[src/design/cds_pkg.sv]
// Types, constants and month tables for the Gregorian date stepper.
// No dependencies.
package cds_pkg;

	localparam logic [3:0]  MONTH_JAN = 4'd1;
	localparam logic [3:0]  MONTH_FEB = 4'd2;
	localparam logic [3:0]  MONTH_DEC = 4'd12;
	localparam logic [4:0]  DAY_FIRST = 5'd1;
	localparam logic [4:0]  DEC_LEN   = 5'd31;
	localparam logic [13:0] YEAR_MIN  = 14'd1;
	localparam logic [13:0] YEAR_MAX  = 14'd9999;

	// y / 25 == (y * 20972) >> 19 for every 14-bit y
	localparam logic [14:0] DIV25_MULT  = 15'd20972;
	localparam int          DIV25_SHIFT = 19;
	localparam int          PROD_W      = 29;

	typedef struct packed {
		logic [4:0]  day;
		logic [3:0]  month;
		logic [13:0] year;
	} cds_in_t;

	typedef struct packed {
		logic [4:0]  next_day;
		logic [3:0]  next_month;
		logic [13:0] next_year;
		logic [4:0]  prev_day;
		logic [3:0]  prev_month;
		logic [13:0] prev_year;
		logic [8:0]  ordinal_day;
		logic        date_valid;
	} cds_out_t;

	function automatic logic [4:0] cds_month_len(input logic [3:0] m, input logic leap);
		logic [4:0] len;
		case (m)
			4'd1, 4'd3, 4'd5, 4'd7, 4'd8, 4'd10, 4'd12: len = 5'd31;
			4'd4, 4'd6, 4'd9, 4'd11:                    len = 5'd30;
			4'd2:                                        len = leap ? 5'd29 : 5'd28;
			default:                                     len = 5'd0;
		endcase
		return len;
	endfunction

	function automatic logic [8:0] cds_days_before(input logic [3:0] m);
		logic [8:0] days;
		case (m)
			4'd1:    days = 9'd0;
			4'd2:    days = 9'd31;
			4'd3:    days = 9'd59;
			4'd4:    days = 9'd90;
			4'd5:    days = 9'd120;
			4'd6:    days = 9'd151;
			4'd7:    days = 9'd181;
			4'd8:    days = 9'd212;
			4'd9:    days = 9'd243;
			4'd10:   days = 9'd273;
			4'd11:   days = 9'd304;
			4'd12:   days = 9'd334;
			default: days = 9'd0;
		endcase
		return days;
	endfunction

endpackage

[src/design/calendar_date_step.sv]
// Gregorian date stepper: next date, previous date and day of year.
// Depends on cds_pkg.
//
//  channel | direction | handshake             | word
//  req     | in        | req_valid / req_ready | cds_in_t  (day, month, year)
//  rsp     | out       | rsp_valid / rsp_ready | cds_out_t (next, prev, ordinal, valid)
//
// Three register stages: year * reciprocal, leap and month lengths, result register.
// One word a cycle while rsp_ready allows; rsp_valid rises once the word reaches the result register.
// Reset clears the stage valid bits only.
// A stall holds the result register and each occupied stage directly behind it; empty stages still fill.
module calendar_date_step
	import cds_pkg::*;
(
	input  logic     clk,
	input  logic     arst_n,
	input  logic     req_valid,
	output logic     req_ready,
	input  cds_in_t  req_word,
	output logic     rsp_valid,
	input  logic     rsp_ready,
	output cds_out_t rsp_word
);

	logic adv1, adv2, adv3;
	logic v_s1, v_s2, v_s3;

	// stage 1
	cds_in_t            date_s1;
	logic [PROD_W-1:0]  prod_s1;
	logic [PROD_W-1:0]  prod;

	// stage 2
	cds_in_t     date_s2;
	logic        leap_s2;
	logic        ok_s2;
	logic [4:0]  cur_len_s2;
	logic [4:0]  prev_len_s2;
	logic [9:0]  quot;
	logic [13:0] quot25;
	logic        div25;
	logic        leap;
	logic        month_ok;
	logic        year_ok;
	logic [4:0]  cur_len;
	logic [4:0]  prev_len;
	logic [3:0]  month_before;

	// stage 3
	cds_out_t res;
	cds_out_t res_s3;

	assign adv3      = !v_s3 || rsp_ready;
	assign adv2      = !v_s2 || adv3;
	assign adv1      = !v_s1 || adv2;
	assign req_ready = adv1;
	assign rsp_valid = v_s3;
	assign rsp_word  = res_s3;

	assign prod = PROD_W'(req_word.year) * PROD_W'(DIV25_MULT);

	always_comb begin
		quot         = prod_s1[PROD_W-1:DIV25_SHIFT];
		quot25       = 14'({quot, 4'b0000}) + 14'({quot, 3'b000}) + 14'(quot);
		div25        = (date_s1.year == quot25);
		leap         = (date_s1.year[1:0] == 2'b00) && (!div25 || (date_s1.year[3:2] == 2'b00));
		month_ok     = (date_s1.month >= MONTH_JAN) && (date_s1.month <= MONTH_DEC);
		year_ok      = (date_s1.year >= YEAR_MIN) && (date_s1.year <= YEAR_MAX);
		month_before = date_s1.month - 4'd1;
		cur_len      = cds_month_len(date_s1.month, leap);
		prev_len     = cds_month_len(month_before, leap);
	end

	always_comb begin
		res = '0;
		if (ok_s2) begin
			res.date_valid = 1'b1;
			res.next_day   = date_s2.day;
			res.next_month = date_s2.month;
			res.next_year  = date_s2.year;
			res.prev_day   = date_s2.day;
			res.prev_month = date_s2.month;
			res.prev_year  = date_s2.year;
			if (date_s2.day < cur_len_s2) begin
				res.next_day = date_s2.day + 5'd1;
			end else begin
				res.next_day = DAY_FIRST;
				if (date_s2.month < MONTH_DEC) begin
					res.next_month = date_s2.month + 4'd1;
				end else begin
					res.next_month = MONTH_JAN;
					res.next_year  = date_s2.year + 14'd1;
				end
			end
			if (date_s2.day > DAY_FIRST) begin
				res.prev_day = date_s2.day - 5'd1;
			end else if (date_s2.month > MONTH_JAN) begin
				res.prev_month = date_s2.month - 4'd1;
				res.prev_day   = prev_len_s2;
			end else begin
				res.prev_month = MONTH_DEC;
				res.prev_year  = date_s2.year - 14'd1;
				res.prev_day   = DEC_LEN;
			end
			res.ordinal_day = cds_days_before(date_s2.month) + 9'(date_s2.day)
				+ 9'(leap_s2 && (date_s2.month > MONTH_FEB));
		end
	end

	always_ff @(posedge clk or negedge arst_n) begin
		if (!arst_n) begin
			v_s1 <= 1'b0;
			v_s2 <= 1'b0;
			v_s3 <= 1'b0;
		end else begin
			if (adv1) begin
				v_s1 <= req_valid;
			end
			if (adv2) begin
				v_s2 <= v_s1;
			end
			if (adv3) begin
				v_s3 <= v_s2;
			end
		end
	end

	always_ff @(posedge clk) begin
		if (adv1) begin
			date_s1 <= req_word;
			prod_s1 <= prod;
		end
		if (adv2) begin
			date_s2     <= date_s1;
			leap_s2     <= leap;
			ok_s2       <= month_ok && year_ok && (date_s1.day >= DAY_FIRST)
				&& (date_s1.day <= cur_len);
			cur_len_s2  <= cur_len;
			prev_len_s2 <= prev_len;
		end
		if (adv3) begin
			res_s3 <= res;
		end
	end

endmodule

[config.mk]
export PLATFORM = sky130hd
export DESIGN_NAME = calendar_date_step
export DESIGN_NICKNAME = d
export VERILOG_FILES = /design/src/design/cds_pkg.sv /design/src/design/calendar_date_step.sv
export SDC_FILE = /design/constraint.sdc
export NUM_CORES = 1
export LEC_CHECK = 0
export ABC_AREA = 1
export ABC_CLOCK_PERIOD_IN_PS = 4400
export BUFFER_PORTS_ARGS = -buffer_cell sky130_fd_sc_hd__buf_2
export CORE_AREA = 2 2 159 161
export CTS_CLUSTER_SIZE = 16
export DETAILED_ROUTE_END_ITERATION = 16
export DIE_AREA = 0 0 161 163
export GPL_TIMING_DRIVEN = 1
export PLACE_DENSITY = 0.6
export SKIP_CTS_REPAIR_TIMING = 1
export SYNTH_ARGS = -nofsm -noshare
export SYNTH_HDL_FRONTEND = slang
export SYNTH_SLANG_ARGS = --single-unit
[constraint.sdc]
create_clock -name clk -period 4.4 [get_ports clk]
set_clock_uncertainty 0.2 [all_clocks]
set_input_delay 0.44 -clock clk [delete_from_list [all_inputs] [get_ports clk]]
set_output_delay 0.44 -clock clk [all_outputs]
set_load 0.01 [all_outputs]
==> impl_metrics.py <==
metrics = {
    "global_routing": {
        "antenna_found_initial": 0,
        "grt.total_usage_pct": 18.9,
        "grt-ovfl-total": 0,
        "grt_pass1_wl_microns": 39600,
        "grt_start_max_net_pins": 58,
        "grt_pass1_vias": 8257,
    },
    "worst_setup_path": {
        "worstSetupStartpointType": "input pin",
        "r2r_setup_slack_ps": 370,
        "r2r-start": "prod_s1[23]",
        "critPathKind": "in -> reg",
        "required_ps": 4370,
        "crit_start": "req_word[10]",
        "r2r-end": "ok_s2",
        "path_max_fanout": 6,
        "arrival_ps": 4200,
        "r2r_cells": 19,
        "cp-end-kind": "flop",
    },
    "yosys": {
        "synthTopCellsByArea": "edfxtp_1, ha_1, fa_1",
        "ys_seq_elements": 132,
        "synth_flop_cell": "edfxtp_1",
        "synth_edf_count": 120,
        "synthCells": 1163,
        "synth.most_common_cell": "inv_1",
        "syn-mean-instance-area_sq_um": 9.30,
        "ys.warnings.count": 0,
        "synthDistinctLibCells": 44,
        "yosys-top-cells-count": "inv_1, nand2_1, ha_1",
        "seq_area_frac_synth_pct": 35.7,
        "syn_area_sq_um": 10800,
        "async_reset_ff_share_pct": 2.27,
        "synth_top_area_share_pct": 33.3,
        "yosys.area.top_type": "edfxtp_1",
        "synth_fp_nets": 1400,
    },
    "cells_and_area": {
        "finalInstanceArea_sq_um": 13000,
        "areaGrowthSynthToFinish_pct": 20.3,
        "drive_gt1_share_pct": 17.3,
        "final_cells": 1684,
        "finalNetCount": 1578,
        "diodes": 0,
    },
    "clocking": {
        "htree_levels": 4,
        "clockRootBuffer": "clkbuf_16",
        "clockBufferDepth": 2,
        "cts_buffers": 17,
        "cts_tree": "done",
        "cts_sinks": 132,
        "clk_latency_ps": 430,
        "clk_pin_slew_ps": 50,
    },
    "drt": {
        "routed_via_density": 4.82,
        "drtPass1Iterations": 5,
        "route.detailed.drc": 0,
        "wl_microns": 23100,
        "wl_per_cell_microns": 13.7,
        "antenna_left": 0,
        "vias": 8123,
        "drt_iter0_drc": 479,
    },
    "worst_hold_path": {
        "whs_path_depth": 3,
        "worstHoldStart": "req_valid",
        "hold_path_end": "v_s1",
        "hp-class": "in -> reg",
    },
    "sta": {
        "tightest_slew_ps": 995,
        "slew_headroom_pct": 33.0,
        "slew_viol_final": 0,
        "min_period_ps": 4220,
        "final_hold_viol_count": 1,
        "setup_violations": 0,
        "finalHoldWorstSlack_ps": -0.838,
        "period_share_pct": 95.9,
        "fmax_mhz": 237,
        "worst_slack_ps": 178,
    },
    "floorplan": {
        "floorplan.die_area_sq_um": 26200,
        "start_util_pct": 43.8,
        "die_w_microns": 161,
        "io_pins": 85,
        "die_h_microns": 163,
        "rows": 58,
        "core_sq_um": 24700,
    },
    "power_and_ir_drop": {
        "total_power_uw": 8510,
        "peakVddDrop_v": 0.000309,
        "p_leak_uw": 0.00641,
        "powerDensity_nw_per_um2": 654,
    },
    "placement": {
        "place_ws_ps": -364,
        "dpl.hpwl_microns": 18900,
        "placed_area_sq_um": 12200,
        "numPortBuffers": 84,
        "dp_cells": 1641,
        "place_congestion": 0.874,
    },
    "status": {
        "status": "finished with violations",
        "violations": "negative hold slack",
    },
    "flow_run": {
        "drv_cap": 0,
    },
}
==> layout by cell type, fill, tap and decap left out, types with 5 or more instances in the layout <==
master	instances
nor2_2	7
nor3_1	16
xor2_1	28
ha_1	132
nor2_1	78
o21ai_0	53
a211oi_1	5
nand2_1	197
buf_2	83
buf_4	73
nand3_1	41
inv_1	229
dfxtp_1	9
a21oi_2	5
clkbuf_16	17
ha_4	6
nand2_2	5
a21oi_1	69
fa_1	71
nand4_1	17
a21o_1	6
nor4_1	6
edfxtp_1	120
or2_2	5
dlygate4sd3_1	10
==> worst max-delay path: stages <==
cell and delay (ps):
clkbuf_4 160, ha_1 310, inv_1 60, fa_1 500, inv_1 60, fa_1 510
inv_1 50, fa_1 460, fa_1 540, inv_1 60, ha_4 250, nand2_2 70
inv_1 50, a21oi_2 140, o21bai_1 110, buf_4 140, nand2_1 40, nand3_1 100
xor2_1 150
==> layout make-up <==
class	count	area [sq um]
Clock buffer	18	429
Clock inverter	14	184
Fill cell	2299	11700
Inverter	232	873
Multi-Input combinational cell	790	6160
Sequential cell	132	3860
Tap cell	330	413
Timing Repair Buffer	168	1090
==> registers in the layout, summed over array words and instances, names as in the netlist, 3 cells and up, named ones only <==
signal and flops:
rsp_word 56, date_s1 23, date_s2 23, prod_s1 10, prev_len_s2 3, cur_len_s2 3
==> logic make-up after synthesis <==
logic type,share of synthesized area [%]
fa+ha+maj,29.3
xor+xnor,2.59
buf+inv,8.43
compound gates,7.85
flops,35.7
mux,0.104
simple gates,16.1
==> how the worst max path moves through the flow <==
stage,end,slack (ps),depth (start not counted)
floorplan,prod_s1[21],40,19
global placement,prod_s1[24],-310,17
detailed placement,prod_s1[24],-360,19
CTS,prod_s1[24],80,19
global route,prod_s1[21],-0.1,19
finish,prod_s1[27],180,19
==> layer usage <==
layer | vias up | wire length [microns] | GRT usage [%]
met5 | - | 0 | 0
met3 | 31 | 795 | 2.50
met2 | 155 | 11700 | 34.6
met4 | 0 | 430 | 5.93
met1 | 3762 | 10100 | 23.2
li1 | 4175 | - | -
==> power by group <==
part           leakage (uW)  internal, uW  switching [uW]
Sequential          0.00135          1690             178
Combinational       0.00476          2240            2950
Clock              0.000297           942             514
==> through the flow <==
step / setup TNS, ps / utilization, %
floorplan: 0 / -
global placement: -2400 / 49.3
detailed placement: -2860 / 49.3
CTS: 0 / 51.8
global route: -0.133 / 52.7
finish: 0 / 52.7
No activity file was read; power rests on OpenSTA's default activity.
